==> src/hdl/erg_pkg.sv <==
package erg_pkg;

	localparam int CountWidth = 16;
	localparam int TickWidth  = 20;
	localparam int TicksWidth = 16;
	localparam int DivWidth   = 8;
	localparam int TenWidth   = 4;
	localparam int FifoDepth  = 4;
	localparam int FifoAw     = $clog2(FifoDepth);

	// longest echo the counter holds
	localparam logic [TickWidth-1:0] CountMax = (CountWidth >= TickWidth) ?
		{TickWidth{1'b1}} : TickWidth'((64'd1 << CountWidth) - 64'd1);
	localparam logic [TickWidth-1:0] TicksSat = TickWidth'({TicksWidth{1'b1}});

	localparam logic [1:0] RegTrigTicks = 2'd0;
	localparam logic [1:0] RegWaitLimit = 2'd1;
	localparam logic [1:0] RegTicksCm   = 2'd2;

	typedef enum logic [1:0] {
		PH_IDLE,
		PH_TRIG,
		PH_WAIT,
		PH_MEAS
	} phase_t;

	typedef enum logic [1:0] {
		BK_IDLE,
		BK_DIV,
		BK_TEN
	} bk_state_t;

	// one tick after classification
	typedef struct packed {
		logic                  trigger;
		logic                  done_res;
		logic                  timed_out;
		logic                  meas;
		logic [TicksWidth-1:0] ticks;
		logic [DivWidth-1:0]   divisor;
	} job_t;

	typedef struct packed {
		logic                  trigger;
		logic                  done_res;
		logic                  timed_out;
		logic [TicksWidth-1:0] echo_ticks;
		logic [TicksWidth-1:0] dist_cm;
		logic [TenWidth-1:0]   dist_tenths;
	} res_t;

endpackage

==> src/hdl/erg_fifo.sv <==
module erg_fifo import erg_pkg::*; (
	input  logic clk,
	input  logic arst_n,
	input  logic wr_en,
	input  job_t wr_data,
	input  logic rd_en,
	output job_t rd_data,
	output logic full,
	output logic empty
);

	job_t               mem_q [FifoDepth];
	logic [FifoAw-1:0]  wr_ptr_q;
	logic [FifoAw-1:0]  rd_ptr_q;
	logic [FifoAw:0]    fill_q;

	assign full    = fill_q == (FifoAw+1)'(FifoDepth);
	assign empty   = fill_q == '0;
	assign rd_data = mem_q[rd_ptr_q];

	always_ff @(posedge clk) begin
		if (wr_en) begin
			mem_q[wr_ptr_q] <= wr_data;
		end
	end

	always_ff @(posedge clk or negedge arst_n) begin
		if (!arst_n) begin
			wr_ptr_q <= '0;
			rd_ptr_q <= '0;
			fill_q   <= '0;
		end else begin
			if (wr_en) begin
				wr_ptr_q <= (wr_ptr_q == FifoAw'(FifoDepth-1)) ? '0 : wr_ptr_q + 1'b1;
			end
			if (rd_en) begin
				rd_ptr_q <= (rd_ptr_q == FifoAw'(FifoDepth-1)) ? '0 : rd_ptr_q + 1'b1;
			end
			if (wr_en && !rd_en) begin
				fill_q <= fill_q + 1'b1;
			end else if (rd_en && !wr_en) begin
				fill_q <= fill_q - 1'b1;
			end
		end
	end

endmodule

==> src/hdl/erg_front.sv <==
module erg_front import erg_pkg::*; (
	input  logic                 clk,
	input  logic                 arst_n,
	input  logic                 take,
	input  logic                 start_req,
	input  logic                 echo,
	input  logic [7:0]           trig_ticks,
	input  logic [TickWidth-1:0] wait_limit,
	input  logic [DivWidth-1:0]  ticks_cm,
	output job_t                 job
);

	phase_t               phase_q, phase_d;
	logic [TickWidth-1:0] cnt_q, cnt_d;
	logic [TickWidth-1:0] trig_len;
	logic [TickWidth-1:0] cnt_inc;

	assign trig_len = (trig_ticks == '0) ? TickWidth'(1) : TickWidth'(trig_ticks);
	assign cnt_inc  = cnt_q + 1'b1;

	always_comb begin
		phase_d = phase_q;
		cnt_d   = cnt_q;
		unique case (phase_q)
			PH_IDLE: begin
				if (start_req) begin
					if (trig_len == TickWidth'(1)) begin
						phase_d = PH_WAIT;
						cnt_d   = '0;
					end else begin
						phase_d = PH_TRIG;
						cnt_d   = TickWidth'(1);
					end
				end
			end
			PH_TRIG: begin
				if (cnt_inc >= trig_len) begin
					phase_d = PH_WAIT;
					cnt_d   = '0;
				end else begin
					cnt_d = cnt_inc;
				end
			end
			PH_WAIT: begin
				priority if (echo) begin
					phase_d = PH_MEAS;
					cnt_d   = TickWidth'(1);
				end else if (cnt_q >= wait_limit) begin
					phase_d = PH_IDLE;
					cnt_d   = '0;
				end else begin
					cnt_d = cnt_inc;
				end
			end
			PH_MEAS: begin
				if (echo) begin
					if (cnt_q < CountMax) begin
						cnt_d = cnt_inc;
					end
				end else begin
					phase_d = PH_IDLE;
					cnt_d   = '0;
				end
			end
			default: begin
				phase_d = PH_IDLE;
				cnt_d   = '0;
			end
		endcase
	end

	always_comb begin
		job         = '0;
		job.divisor = (ticks_cm == '0) ? DivWidth'(1) : ticks_cm;
		unique case (phase_q)
			PH_IDLE: job.trigger = start_req;
			PH_TRIG: job.trigger = 1'b1;
			PH_WAIT: begin
				if (!echo && cnt_q >= wait_limit) begin
					job.done_res  = 1'b1;
					job.timed_out = 1'b1;
				end
			end
			PH_MEAS: begin
				if (!echo) begin
					job.done_res = 1'b1;
					job.meas     = 1'b1;
					job.ticks    = (cnt_q > TicksSat) ? {TicksWidth{1'b1}} :
						cnt_q[TicksWidth-1:0];
				end
			end
			default: job.trigger = 1'b0;
		endcase
	end

	always_ff @(posedge clk or negedge arst_n) begin
		if (!arst_n) begin
			phase_q <= PH_IDLE;
			cnt_q   <= '0;
		end else if (take) begin
			phase_q <= phase_d;
			cnt_q   <= cnt_d;
		end
	end

endmodule

==> src/hdl/erg_back.sv <==
module erg_back import erg_pkg::*; (
	input  logic clk,
	input  logic arst_n,
	input  job_t job,
	input  logic job_empty,
	output logic job_pop,
	input  logic pop,
	output logic empty,
	output res_t res
);

	bk_state_t             state_q, state_d;
	logic [TicksWidth-1:0] quo_q;
	logic [DivWidth-1:0]   rem_q;
	logic [DivWidth-1:0]   dv_q;
	logic [3:0]            step_q;
	logic [11:0]           val_q;
	logic [TenWidth-1:0]   ten_q;
	logic [TicksWidth-1:0] ticks_q;
	logic                  out_vld_q;
	res_t                  out_q;

	logic                  out_free;
	logic [DivWidth:0]     r2;
	logic                  ge;
	logic [DivWidth-1:0]   rn;
	logic                  ten_ge;
	logic                  load_direct;
	logic                  load_div;
	logic                  start_div;

	assign out_free = !out_vld_q || pop;
	assign empty    = !out_vld_q;
	assign res      = out_q;

	// one restoring step a cycle
	assign r2     = {rem_q, quo_q[TicksWidth-1]};
	assign ge     = r2 >= {1'b0, dv_q};
	assign rn     = ge ? DivWidth'(r2 - {1'b0, dv_q}) : r2[DivWidth-1:0];
	assign ten_ge = val_q >= {4'b0, dv_q};

	always_comb begin
		state_d = state_q;
		unique case (state_q)
			BK_IDLE: begin
				if (!job_empty && job.meas) begin
					state_d = BK_DIV;
				end
			end
			BK_DIV: begin
				if (step_q == 4'(TicksWidth-1)) begin
					state_d = BK_TEN;
				end
			end
			BK_TEN: begin
				if (!ten_ge && out_free) begin
					state_d = BK_IDLE;
				end
			end
			default: state_d = BK_IDLE;
		endcase
	end

	always_comb begin
		job_pop     = 1'b0;
		load_direct = 1'b0;
		load_div    = 1'b0;
		start_div   = 1'b0;
		unique case (state_q)
			BK_IDLE: begin
				if (!job_empty) begin
					if (job.meas) begin
						job_pop   = 1'b1;
						start_div = 1'b1;
					end else if (out_free) begin
						job_pop     = 1'b1;
						load_direct = 1'b1;
					end
				end
			end
			BK_DIV: job_pop = 1'b0;
			BK_TEN: load_div = !ten_ge && out_free;
			default: job_pop = 1'b0;
		endcase
	end

	always_ff @(posedge clk) begin
		if (start_div) begin
			quo_q   <= job.ticks;
			ticks_q <= job.ticks;
			rem_q   <= '0;
			dv_q    <= job.divisor;
			step_q  <= '0;
		end else if (state_q == BK_DIV) begin
			quo_q  <= {quo_q[TicksWidth-2:0], ge};
			rem_q  <= rn;
			step_q <= step_q + 1'b1;
			if (step_q == 4'(TicksWidth-1)) begin
				// remainder times ten, then subtract the divisor to find the tenths digit
				val_q <= {1'b0, rn, 3'b0} + {3'b0, rn, 1'b0};
				ten_q <= '0;
			end
		end else if (state_q == BK_TEN && ten_ge) begin
			val_q <= val_q - {4'b0, dv_q};
			ten_q <= ten_q + 1'b1;
		end
		if (load_direct) begin
			out_q.trigger     <= job.trigger;
			out_q.done_res    <= job.done_res;
			out_q.timed_out   <= job.timed_out;
			out_q.echo_ticks  <= '0;
			out_q.dist_cm     <= '0;
			out_q.dist_tenths <= '0;
		end else if (load_div) begin
			out_q.trigger     <= 1'b0;
			out_q.done_res    <= 1'b1;
			out_q.timed_out   <= 1'b0;
			out_q.echo_ticks  <= ticks_q;
			out_q.dist_cm     <= quo_q;
			out_q.dist_tenths <= ten_q;
		end
	end

	always_ff @(posedge clk or negedge arst_n) begin
		if (!arst_n) begin
			state_q   <= BK_IDLE;
			out_vld_q <= 1'b0;
		end else begin
			state_q <= state_d;
			if (load_direct || load_div) begin
				out_vld_q <= 1'b1;
			end else if (pop) begin
				out_vld_q <= 1'b0;
			end
		end
	end

endmodule

==> src/hdl/ultrasonic_echo_ranger_top.sv <==
// Ultrasonic echo ranger.
// Input queue side: one request per microsecond tick carrying start_req and the
// sampled echo level; it is taken when push is high and full is low.
// Result side: exactly one result per request, in order, shown while empty is
// low and taken when pop is high. Results give the trigger pin level, and at
// the end of a measurement done_res with either a timeout or the echo length
// in ticks, whole centimetres and the tenths digit.
// A request that ends no echo goes via the queue to the result register once it
// is free. One that ends an echo goes to a single restoring divider, which is
// loaded, forms the quotient bit by bit, then the tenths digit by subtraction.
// The front end classifies one request per cycle while full is low; a
// four-entry queue sits before the divider, which takes one echo at a time and
// sets their rate; other ticks go one per cycle while it idles and pop is high.
// Configuration: cfg_we writes register cfg_idx (0 trigger length, 1 echo wait
// limit, 2 ticks per cm) at once; write only while idle.
// Reset clears the phase and counter and empties the queue and result register. When the
// consumer stops popping, the queue fills and full rises; nothing is dropped.
module ultrasonic_echo_ranger_top import erg_pkg::*; (
	input  logic                  clk,
	input  logic                  arst_n,
	input  logic                  push,
	output logic                  full,
	input  logic                  start_req,
	input  logic                  echo,
	output logic                  empty,
	input  logic                  pop,
	output logic                  trigger,
	output logic                  done_res,
	output logic                  timed_out,
	output logic [TicksWidth-1:0] echo_ticks,
	output logic [TicksWidth-1:0] dist_cm,
	output logic [TenWidth-1:0]   dist_tenths,
	input  logic                  cfg_we,
	input  logic [1:0]            cfg_idx,
	input  logic [TickWidth-1:0]  cfg_data
);

	logic [7:0]           trig_ticks_q;
	logic [TickWidth-1:0] wait_limit_q;
	logic [DivWidth-1:0]  ticks_cm_q;

	logic take;
	job_t job_in;
	job_t job_out;
	logic job_empty;
	logic job_pop;
	res_t res;

	always_ff @(posedge clk or negedge arst_n) begin
		if (!arst_n) begin
			trig_ticks_q <= 8'd10;
			wait_limit_q <= TickWidth'(100000);
			ticks_cm_q   <= DivWidth'(58);
		end else if (cfg_we) begin
			unique case (cfg_idx)
				RegTrigTicks: trig_ticks_q <= cfg_data[7:0];
				RegWaitLimit: wait_limit_q <= cfg_data;
				RegTicksCm:   ticks_cm_q   <= cfg_data[DivWidth-1:0];
				default:      trig_ticks_q <= trig_ticks_q;
			endcase
		end
	end

	assign take = push && !full;

	erg_front u_front (
		.clk        (clk),
		.arst_n     (arst_n),
		.take       (take),
		.start_req  (start_req),
		.echo       (echo),
		.trig_ticks (trig_ticks_q),
		.wait_limit (wait_limit_q),
		.ticks_cm   (ticks_cm_q),
		.job        (job_in)
	);

	erg_fifo u_fifo (
		.clk     (clk),
		.arst_n  (arst_n),
		.wr_en   (take),
		.wr_data (job_in),
		.rd_en   (job_pop),
		.rd_data (job_out),
		.full    (full),
		.empty   (job_empty)
	);

	erg_back u_back (
		.clk       (clk),
		.arst_n    (arst_n),
		.job       (job_out),
		.job_empty (job_empty),
		.job_pop   (job_pop),
		.pop       (pop),
		.empty     (empty),
		.res       (res)
	);

	assign trigger     = res.trigger;
	assign done_res    = res.done_res;
	assign timed_out   = res.timed_out;
	assign echo_ticks  = res.echo_ticks;
	assign dist_cm     = res.dist_cm;
	assign dist_tenths = res.dist_tenths;

	a_tenths_digit: assert property (@(posedge clk) disable iff (!arst_n)
		!empty |-> dist_tenths <= TenWidth'(9))
		else $error("tenths digit out of range");

	a_timeout_zero: assert property (@(posedge clk) disable iff (!arst_n)
		(!empty && timed_out) |-> (done_res && echo_ticks == '0 && dist_cm == '0))
		else $error("timeout result carries a count");

	a_idle_zero: assert property (@(posedge clk) disable iff (!arst_n)
		(!empty && !done_res) |-> (!timed_out && echo_ticks == '0 && dist_cm == '0
			&& dist_tenths == '0))
		else $error("non-final result carries measurement fields");

	a_trig_not_done: assert property (@(posedge clk) disable iff (!arst_n)
		(!empty && trigger) |-> !done_res)
		else $error("trigger and done in one result");

endmodule

==> config.mk <==
export PLATFORM = sky130hd
export DESIGN_NAME = ultrasonic_echo_ranger_top
export DESIGN_NICKNAME = d
export VERILOG_FILES = /design/src/hdl/erg_pkg.sv /design/src/hdl/erg_fifo.sv /design/src/hdl/erg_front.sv /design/src/hdl/erg_back.sv /design/src/hdl/ultrasonic_echo_ranger_top.sv
export SDC_FILE = /design/constraint.sdc
export NUM_CORES = 1
export LEC_CHECK = 0
export BUFFER_PORTS_ARGS = -buffer_cell sky130_fd_sc_hd__buf_2
export CAP_MARGIN = 20
export CORE_ASPECT_RATIO = 1.1
export CORE_MARGIN = 5
export CORE_UTILIZATION = 60
export CTS_BUF_LIST = sky130_fd_sc_hd__clkbuf_4 sky130_fd_sc_hd__clkbuf_8
export DETAILED_ROUTE_END_ITERATION = 16
export PLACE_DENSITY = 0.75
export SLEW_MARGIN = 20
export SYNTH_ARGS = -nofsm -noshare
export SYNTH_HDL_FRONTEND = slang
export SYNTH_SLANG_ARGS = --single-unit
==> constraint.sdc <==
create_clock -name clk -period 7.7 [get_ports clk]
set_input_delay 0.77 -clock clk [delete_from_list [all_inputs] [get_ports clk]]
set_output_delay 0.77 -clock clk [all_outputs]
set_load 0.01 [all_outputs]
==> flow_summary.json, run 1 <==
{
  "num_rows": 58,
  "place_congestion": 0.9358,
  "drc": 0,
  "drive_gt1_frac": 0.1923,
  "multi_input_area_um2": 5513,
  "r2r-end": "u_back.val_q[11]",
  "synth_cell_types": 73,
  "seq_area_um2": 7816,
  "root_buffer": "clkbuf_8",
  "grtUsageMet2": 0.3778,
  "post-route-util": 0.6737,
  "arrival_ns": 4.60,
  "final.setup.tns_ns": 0,
  "final_max_slew_viol_count": 0,
  "io_buffers": 69,
  "dr.pass1.iters": 7,
  "syn_area_um2": 13820,
  "grtUsageMet1": 0.3056,
  "hp-class": "input port to asynchronous set/reset pin",
  "yosysWarnings": 0,
  "area_growth_syn_to_layout_pct": 11.05,
  "final_nets": 1346,
  "fp.dieH_um": 169.2,
  "power_density_nw_per_um2": 395.1,
  "grt-busiest-layer": "met2",
  "dp_hpwl_mm": 19.44,
  "initial_core_util": 0.6066,
  "synth.most_common_cell": "edfxtp_1",
  "cts_resized": 0,
  "cts_tree": "built",
  "worst_pin_slew_ns": 1.100,
  "wl_per_cell_um": 18.04,
  "critPathKind": "register to register",
  "period_needed_ns": 4.287,
  "crit_top_cell": "ha_1",
  "critical_path_required_ns": 8.01,
  "path_cells": "ha_1 -> nor2b_1 -> o31a_1 -> o31ai_1 -> nand2_1 -> a21oi_1 -> ha_1 -> and3_1 -> nor4_1 -> nor3b_1 -> o21ba_2 -> a22o_1",
  "synthFlopType": "edfxtp_1",
  "numCtsBuffers": 45,
  "grt_antenna_before_repair": 0,
  "synth.avg_cell_area_um2": 11.52,
  "rrSetupSlack_ns": 3.41,
  "grt_usage": 0.2256,
  "ir_drop_mv": 0.2200,
  "via_per_inst": 5.901,
  "max_freq_mhz": 233.3,
  "cts_max_path_buffers": 3,
  "ant_nets": 0,
  "synth.net_count": 1288,
  "n_antenna_cell": 0,
  "endpoint_kind": "register",
  "post_cts_buffers": 0,
  "synth_area_leader_cell": "edfxtp_1",
  "grt_max_degree": 69,
  "wirelength_mm": 28.77,
  "insertion_delay_ns": 0.58,
  "vias": 9412,
  "cp-start-kind": "register",
  "fin_skew_ns": 0.03374,
  "design.die.area_um2": 26180,
  "die_x_um": 154.7,
  "synth_top_area_frac": 0.3715,
  "slew_headroom": 0.2650,
  "grt_pass1_wl_mm": 48.19,
  "worstRegToRegCells": 12,
  "finalHoldViolations": 0,
  "drt_iter0_markers": 568,
  "cp_slowest_cell": "dfxtp_1",
  "rr_startpoint": "u_back.rem_q[0]",
  "synth-edff-count": 171,
  "use_met3": 0.03647,
  "clk_pin_slew_worst_paths_ns": 0.06,
  "max_stage_delay_ns": 0.53,
  "grt_setup_unrepaired": "false",
  "postCtsHoldBufs": 0,
  "grt_pass1_vias": 9376,
  "synthCells": 1200,
  "cts_sinks": 287,
  "status": "completed",
  "gr-total-overflow": 0,
  "ys_ff_latch": 287,
  "ys_seq_area_frac": 0.5652,
  "cp_max_fo": 14,
  "synthArstFlopShare": 0.2369,
  "cts-htree-levels": 2,
  "core_area_um2": 22790,
  "synthTopCellsByArea": "edfxtp_1, dfrtp_1, dfxtp_1",
  "fill_cells": 1711,
  "p_leak_uw": 0.006116,
  "maxCapViolCount": 0,
  "num_io_pins": 70,
  "synth_common_cells": "edfxtp_1, nand2_1, nor2_1",
  "fin_crit_sh": 0.5567,
  "setup_viol": 0
}
==> layout make-up <==
| cell class | count | area share |
|---|---|---|
| flip-flops and latches | 287 | 0.5092 |
| clock buffers | 68 | 0.05363 |
| inverters | 60 | 0.01467 |
| clock inverters | 16 | 0.009129 |
| repair buffers | 84 | 0.02983 |
| well taps | 300 | 0.02445 |
| multi-input cells | 780 | 0.3591 |
==> per-stage QoR <==
| step | cells | power [µW] | hold WS, ns | worst slack (ns) | area, µm² |
|---|---|---|---|---|---|
| 6_report | 1595 | 6064 | 0.4024 | 3.413 | 15350 |
| 5_1_grt | 1595 | 6502 | 0.4006 | 3.091 | 15350 |
| 4_1_cts | 1595 | 6091 | 0.3997 | 3.495 | 15340 |
| 3_5_place_dp | 1511 | 4726 | 0.4656 | 3.518 | 14380 |
| 3_3_place_gp | 1511 | 4671 | 0.4589 | 3.606 | 14380 |
| 2_1_floorplan | 1200 | 4139 | 0.4510 | 3.837 | 13820 |
==> kinds of logic after synthesis <==
| logic type | Yosys count | share of synthesized area |
|---|---|---|
| compound gates | 256 | 0.1173 |
| xor+xnor | 34 | 0.02154 |
| fa+ha+maj | 60 | 0.05576 |
| buf+inv | 133 | 0.03711 |
| flops | 287 | 0.5652 |
| mux | 64 | 0.07458 |
| simple gates | 366 | 0.1285 |
==> critical path: cells and delay by family (launching register included) <==
kind / cells / cell delay, ns
flops: 1 / 0.53
compound gates: 5 / 1.64
simple gates: 5 / 1.21
fa+ha+maj: 2 / 0.67
==> worst max path at each step <==
stage | to | slack (ns) | start
2_1_floorplan | u_back.ten_q[0] | 3.84 | u_back.dv_q[0]
3_3_place_gp | u_back.val_q[7] | 3.61 | u_back.rem_q[0]
3_5_place_dp | u_back.val_q[7] | 3.52 | u_back.rem_q[0]
4_1_cts | u_back.val_q[7] | 3.50 | u_back.rem_q[0]
5_1_grt | u_back.val_q[7] | 3.09 | u_back.rem_q[0]
6_report | u_back.val_q[11] | 3.41 | u_back.rem_q[0]
==> power breakdown <==
part	internal (µW)	total, µW	switching (µW)
logic	965	2350	1380
registers	2130	2380	251
clock network	758	1340	585
total	3850	6060	2220
==> cells in the final DEF, fill, tap and decap left out, types with 13 or more instances in the layout <==
cell type and instances:
xnor2_1 21, clkbuf_8 50, nand2_1 118, nor3_1 15, mux4_2 28, clkbuf_4 18
buf_2 69, nand3_1 56, dfrtp_1 55, buf_4 15, o21ai_0 75, nor2_1 84
edfxtp_1 171, inv_1 60, ha_1 56, dfxtp_1 48, mux2_2 32, a21oi_1 62
nor2b_1 13, o21ai_1 15, xor2_1 13
==> registers in the layout, indices dropped and copies added (netlist names) <==
signal,count
u_back.ten_q,4
u_back.out_vld_q,1
u_front.cnt_q,20
u_front.phase_q,2
ticks_cm_q,8
u_back.val_q,12
u_fifo.mem_q,112
wait_limit_q,20
u_back.dv_q,8
u_back.step_q,4
u_fifo.rd_ptr_q,2
u_back.quo_q,16
u_back.ticks_q,16
u_back.res,39
u_back.rem_q,8
u_fifo.fill_q,3
u_back.state_q,2
u_fifo.wr_ptr_q,2
trig_ticks_q,8
==> routing by layer <==
metal  wire length, µm  part of all wire  vias to the layer above
met5                 0                 0                        -
met4               750             0.026                        0
met3              1623             0.056                       63
met2             13960              0.49                      293
met1             12440              0.43                     4536
li1                  -                 -                     4520
Power figures use the tool's default switching activity.
==> run 2, diff against run 1 <==
==> constraint.sdc (replaced) <==
create_clock -name clk -period 4.1 [get_ports clk]
set_input_delay 0.41 -clock clk [delete_from_list [all_inputs] [get_ports clk]]
set_output_delay 0.41 -clock clk [all_outputs]
set_load 0.01 [all_outputs]
==> run 2 against run 1 <==
Net effect: clock power increased by 88%; via count fell by 0.54%; sequential power grew 83%; combinational power increased by 95%; largest cell class unchanged; register-to-register slack got worse by 3.1 ns; sequential cell count did not move; count of clock-buffer cells in the layout is 3 lower; die area unchanged; core utilization increased by 0.61 points; worst hold slack got worse by 0.31 ns; final cell count is 1.0% higher.
==> flow_summary.json, run 2 (synthesized netlist as in run 1, its figures left out) <==
{
  "power_density_nw_per_um2": 740.2,
  "rrSetupSlack_ns": 0.33,
  "drc": 0,
  "cts_max_path_buffers": 3,
  "final_common_cell": "edfxtp_1",
  "critPathKind": "register to register",
  "r2r-end": "u_back.val_q[7]",
  "maxCapViolCount": 0,
  "power.total_uw": 11470,
  "final.setup.tns_ns": 0,
  "p_clk_frac": 0.220,
  "mostFrequentLayoutCells": "edfxtp_1, nand2_1, nor2_1, o21ai_0, buf_2",
  "cp_max_fo": 9,
  "root_buffer": "clkbuf_8",
  "largest_reg_flops": 112,
  "cts_tree": "built",
  "arrival_ns": 4.08,
  "dr_wl_met2_mm": 14.27,
  "grt_setup_unrepaired": "false",
  "critical_path_required_ns": 4.41,
  "post_cts_buffers": 0,
  "hp-class": "input port to register",
  "worstSetupStartpoint": "u_back.dv_q[1]",
  "ir_drop_mv": 0.4030,
  "wirelength_mm": 28.76,
  "core_area_um2": 22790,
  "vias": 9361,
  "wl_met3_mm": 1.572,
  "top_register": "u_fifo.mem_q",
  "multi_input_area_um2": 5513,
  "grt_pass1_wl_mm": 48.33,
  "grt_max_degree": 44,
  "grt_antenna_before_repair": 0,
  "place_congestion": 0.8803,
  "fin_crit_sh": 0.9187,
  "dr.pass1.iters": 5,
  "fin_skew_ns": 0.03177,
  "wl_met1_mm": 12.54,
  "period_needed_ns": 3.767,
  "numCtsBuffers": 45,
  "fp.dieH_um": 169.2,
  "top_layer": "met4",
  "endpoint": "u_back.val_q[7]",
  "clk_pin_slew_worst_paths_ns": 0.06,
  "final_max_slew_viol_count": 0,
  "ant_nets": 0,
  "fill_cells": 1671,
  "post-route-util": 0.6798,
  "final_nets": 1363,
  "p_sw_uw": 4154,
  "insertion_delay_ns": 0.57,
  "grt_pass1_vias": 9296,
  "seq_area_um2": 7814,
  "cts-htree-levels": 2,
  "drive_gt1_frac": 0.1998,
  "initial_core_util": 0.6066,
  "n_antenna_cell": 0,
  "area_growth_syn_to_layout_pct": 12.07,
  "num_io_pins": 70,
  "endpoint_kind": "register",
  "via_per_inst": 5.811,
  "worst_pin_slew_ns": 1.027,
  "setup_viol": 0,
  "io_buffers": 69,
  "cp-start-kind": "register",
  "rr_startpoint": "u_back.dv_q[1]",
  "finalHoldViolations": 0,
  "sequentialPowerShare": 0.380,
  "design.die.area_um2": 26180,
  "die_x_um": 154.7,
  "slew_headroom": 0.3144,
  "status": "completed",
  "p_leak_uw": 0.006199,
  "cts_sinks": 287,
  "num_rows": 58,
  "p_int_uw": 7312,
  "worstRegToRegCells": 15,
  "wl_per_cell_um": 17.85,
  "gr-total-overflow": 0,
  "drt_iter0_markers": 674,
  "comb_power_share": 0.400,
  "switching_share": 0.3623,
  "dp_hpwl_mm": 19.86,
  "grt_usage": 0.2264,
  "max_freq_mhz": 265.5
}
-- run 2: cell count changes in the layout (fill, tap and decap cells not counted), moves of 2 or more --
cell | before | now
clkbuf_4 | 18 | 12
clkbuf_8 | 50 | 53
clkinv_1 | 7 | 9
buf_4 | 15 | 31
-- run 2: worst max-delay path: stages, from the launching register on --
cell and delay, ns:
edfxtp_1 0.41, inv_1 0.14, ha_1 0.26, nor2b_1 0.16, o31a_1 0.29, o31ai_1 0.33
nand2_1 0.28, a21oi_1 0.31, ha_1 0.34, inv_1 0.12, nor2_1 0.05, a31oi_1 0.17
o41ai_1 0.12, a211oi_1 0.30, xnor2_1 0.16, a21oi_1 0.08
-- run 2: cell type report --
cell class | count | share of cell area
inverter | 60 | 0.01454
clock inverter | 18 | 0.009692
clock buffer | 65 | 0.05290
multi-input combinational | 780 | 0.3559
tap | 300 | 0.02423
timing repair buffer | 101 | 0.03837
sequential | 287 | 0.5044
-- run 2: per-layer routing --
metal | global-route usage | vias to the layer above
met4 | 0.05453 | 0
met3 | 0.03979 | 34
met2 | 0.3792 | 254
li1 | - | 4542
met1 | 0.3128 | 4531
met5 | 0 | -
-- run 2: metrics by stage --
step | cell area, µm² | hold WS, ns | setup WS (ns) | cells
finish | 15490 | 0.08930 | 0.3332 | 1611
global route | 15490 | 0.05477 | 0.02047 | 1611
CTS | 15460 | 0.03260 | 0.3203 | 1609
detailed placement | 14490 | 0.4649 | 0.3468 | 1526
global placement | 14490 | 0.4603 | 0.4218 | 1526
floorplan | 13820 | 0.1144 | 0.2373 | 1200
-- run 2: timing repair --
action / 4_1_cts / 5_1_grt
hold buffers: 0 / 1
endpoints found under the hold margin: 0 / 38
gates resized for setup: 0 / 0
-- run 2: worst min path at each step --
stage	slack, ns	endpoint	cells past startpoint	startpoint
5_1_grt	0.05	wait_limit_q[13]	2	cfg_data[13]
4_1_cts	0.03	wait_limit_q[19]	1	arst_n
3_3_place_gp	0.46	u_back.res[7]	2	u_back.res[7]
3_5_place_dp	0.46	u_back.res[10]	2	u_back.res[10]
6_report	0.09	wait_limit_q[13]	2	cfg_data[13]
2_1_floorplan	0.11	ticks_cm_q[0]	0	arst_n
-- run 2: power by group through the flow --
stage	Combinational, µW	Clock, µW	Sequential, µW
after floorplan	3510	0	4260
after detailed placement	4560	0	4400
after global routing	5150	2740	4420
after CTS	4600	2580	4350
final	4590	2520	4360
after global placement	4490	0	4370
==> run 3, diff against run 2 <==
==> constraint.sdc (replaced) <==
create_clock -name clk -period 4.75 [get_ports clk]
set_input_delay 0.475 -clock clk [delete_from_list [all_inputs] [get_ports clk]]
set_output_delay 0.475 -clock clk [all_outputs]
set_load 0.01 [all_outputs]
==> run 3 against run 2 <==
Net effect: clock power is 16% lower; wire length shrank 0.93%; core utilization shrank 0.49 points; die area stayed put; via count shrank 0.22%; sequential power decreased by 13%; combinational power decreased by 16%; largest power group unchanged; largest cell class unchanged; critical path type unchanged; critical path depth decreased by 2; non-clock buffer count decreased by 11; worst hold slack improved by 0.065 ns; global-route usage shrank 0.49 points.
==> flow_summary.json, run 3 (synthesized netlist as in run 1, its figures left out) <==
{
  "clk_pin_slew_worst_paths_ns": 0.06,
  "root_buffer": "clkbuf_8",
  "grt_setup_unrepaired": "false",
  "place_ws_ns": 0.5840,
  "critical_path_required_ns": 5.06,
  "cts_max_path_buffers": 3,
  "crit_top_cell": "ha_1",
  "ant_nets": 0,
  "fin_skew_ns": 0.02402,
  "fin_hold_ws_ns": 0.1547,
  "final_max_slew_viol_count": 0,
  "critPathKind": "register to register",
  "p_leak_uw": 0.006137,
  "drc": 0,
  "grt_usage": 0.2215,
  "design.die.area_um2": 26180,
  "num_rows": 58,
  "final.setup.tns_ns": 0,
  "drt_iter0_markers": 625,
  "period_needed_ns": 4.242,
  "die_x_um": 154.7,
  "via_per_inst": 5.827,
  "rr_startpoint": "u_back.rem_q[0]",
  "place_congestion": 0.8779,
  "largest_reg_flops": 112,
  "hp-class": "input port to register",
  "setup_slack_ns": 0.5078,
  "grt_pass1_vias": 9205,
  "rrSetupSlack_ns": 0.51,
  "grt_antenna_before_repair": 0,
  "status": "completed",
  "cts_sinks": 287,
  "numCtsBuffers": 46,
  "grt_pass1_wl_mm": 47.24,
  "fin_area_um2": 15380,
  "core_area_um2": 22790,
  "maxCapViolCount": 0,
  "vias": 9340,
  "insertion_delay_ns": 0.56,
  "power_density_nw_per_um2": 634.0,
  "initial_core_util": 0.6066,
  "area_growth_syn_to_layout_pct": 11.25,
  "arrival_ns": 4.55,
  "drive_gt1_frac": 0.1965,
  "endpoint_kind": "register",
  "hold_depth": 2,
  "n_antenna_cell": 0,
  "setup_viol": 0,
  "cp-start-kind": "register",
  "r2r-end": "u_back.val_q[11]",
  "top_register": "u_fifo.mem_q",
  "cts_resized": 0,
  "post_cts_buffers": 0,
  "dr.pass1.iters": 5,
  "fill_cells": 1734,
  "cts-htree-levels": 2,
  "mostFrequentLayoutCells": "edfxtp_1, nand2_1, nor2_1, o21ai_0, buf_2",
  "wirelength_mm": 28.49,
  "worst_hold_path.endpoint": "wait_limit_q[19]",
  "io_buffers": 69,
  "slew_headroom": 0.2759,
  "fin_cells": 1603,
  "final_common_cell": "edfxtp_1",
  "dp.cells": 1516,
  "wl_per_cell_um": 17.77,
  "gr-total-overflow": 0,
  "worstRegToRegCells": 13,
  "cp_slowest_cell": "dfxtp_1",
  "finalHoldViolations": 0,
  "cp_max_fo": 14,
  "final_nets": 1353,
  "hp-start": "cfg_data[19]",
  "ir_drop_mv": 0.3305,
  "fin_crit_sh": 0.8931,
  "path_cells": "ha_1 -> nor2b_1 -> o31a_1 -> o31ai_1 -> nand2_1 -> nor2_1 -> a21oi_1 -> ha_1 -> and3_1 -> nor4_1 -> nor3b_1 -> o21ba_2 -> a22o_1",
  "max_freq_mhz": 235.7,
  "fp.dieH_um": 169.2,
  "grt_max_degree": 45,
  "worst_pin_slew_ns": 1.083,
  "max_stage_delay_ns": 0.56,
  "cts_tree": "built",
  "place_area_um2": 14410,
  "timing.critical_path.buf_inv": 0,
  "dp_hpwl_mm": 19.52,
  "num_io_pins": 70,
  "crit_family": "simple AND/OR/NAND/NOR gates"
}
-- run 3: per-layer routing --
| metal | vias to the layer above | GRT usage | wire, µm |
|---|---|---|---|
| met5 | - | 0 | 0 |
| met4 | 0 | 0.05492 | 444 |
| met3 | 34 | 0.03545 | 1396 |
| met2 | 234 | 0.3803 | 14230 |
| met1 | 4536 | 0.2991 | 12420 |
| li1 | 4536 | - | - |
-- run 3: power by group --
part,internal [µW],switching (µW)
logic,1580,2270
clock network,1170,952
registers,3440,337
-- run 3: timing repair --
action | in CTS | in global routing
setup endpoints to repair | 0 | 0
endpoints found under the hold margin | 23 | 0
hold buffers | 1 | 0
-- run 3: worst max-delay path by stage --
| stage | startpoint | to | cells after the start |
|---|---|---|---|
| floorplan | u_back.dv_q[0] | u_back.ten_q[0] | 11 |
| global placement | u_back.rem_q[0] | u_back.val_q[7] | 14 |
| detailed placement | u_back.rem_q[0] | u_back.val_q[11] | 13 |
| CTS | u_back.rem_q[0] | u_back.val_q[11] | 13 |
| global route | u_back.rem_q[1] | u_back.val_q[7] | 13 |
| finish | u_back.rem_q[0] | u_back.val_q[11] | 13 |
-- run 3: area by class of cell --
type	count	area [µm²]	share of cell area
clock inverters	17	126.4	0.008217
inverters	60	225.2	0.01464
flip-flops and latches	287	7814	0.5081
clock buffers	69	818.3	0.05321
multi-input cells	780	5514	0.3586
repair buffers	90	505.5	0.03287
well taps	300	375.4	0.02441
-- run 3: stage by stage --
stage | power, µW | utilization
after floorplan | 6709 | -
after global placement | 7575 | 0.6326
after detailed placement | 7667 | 0.6326
after CTS | 9812 | 0.6744
after global routing | 10440 | 0.6749
final | 9750 | 0.6749
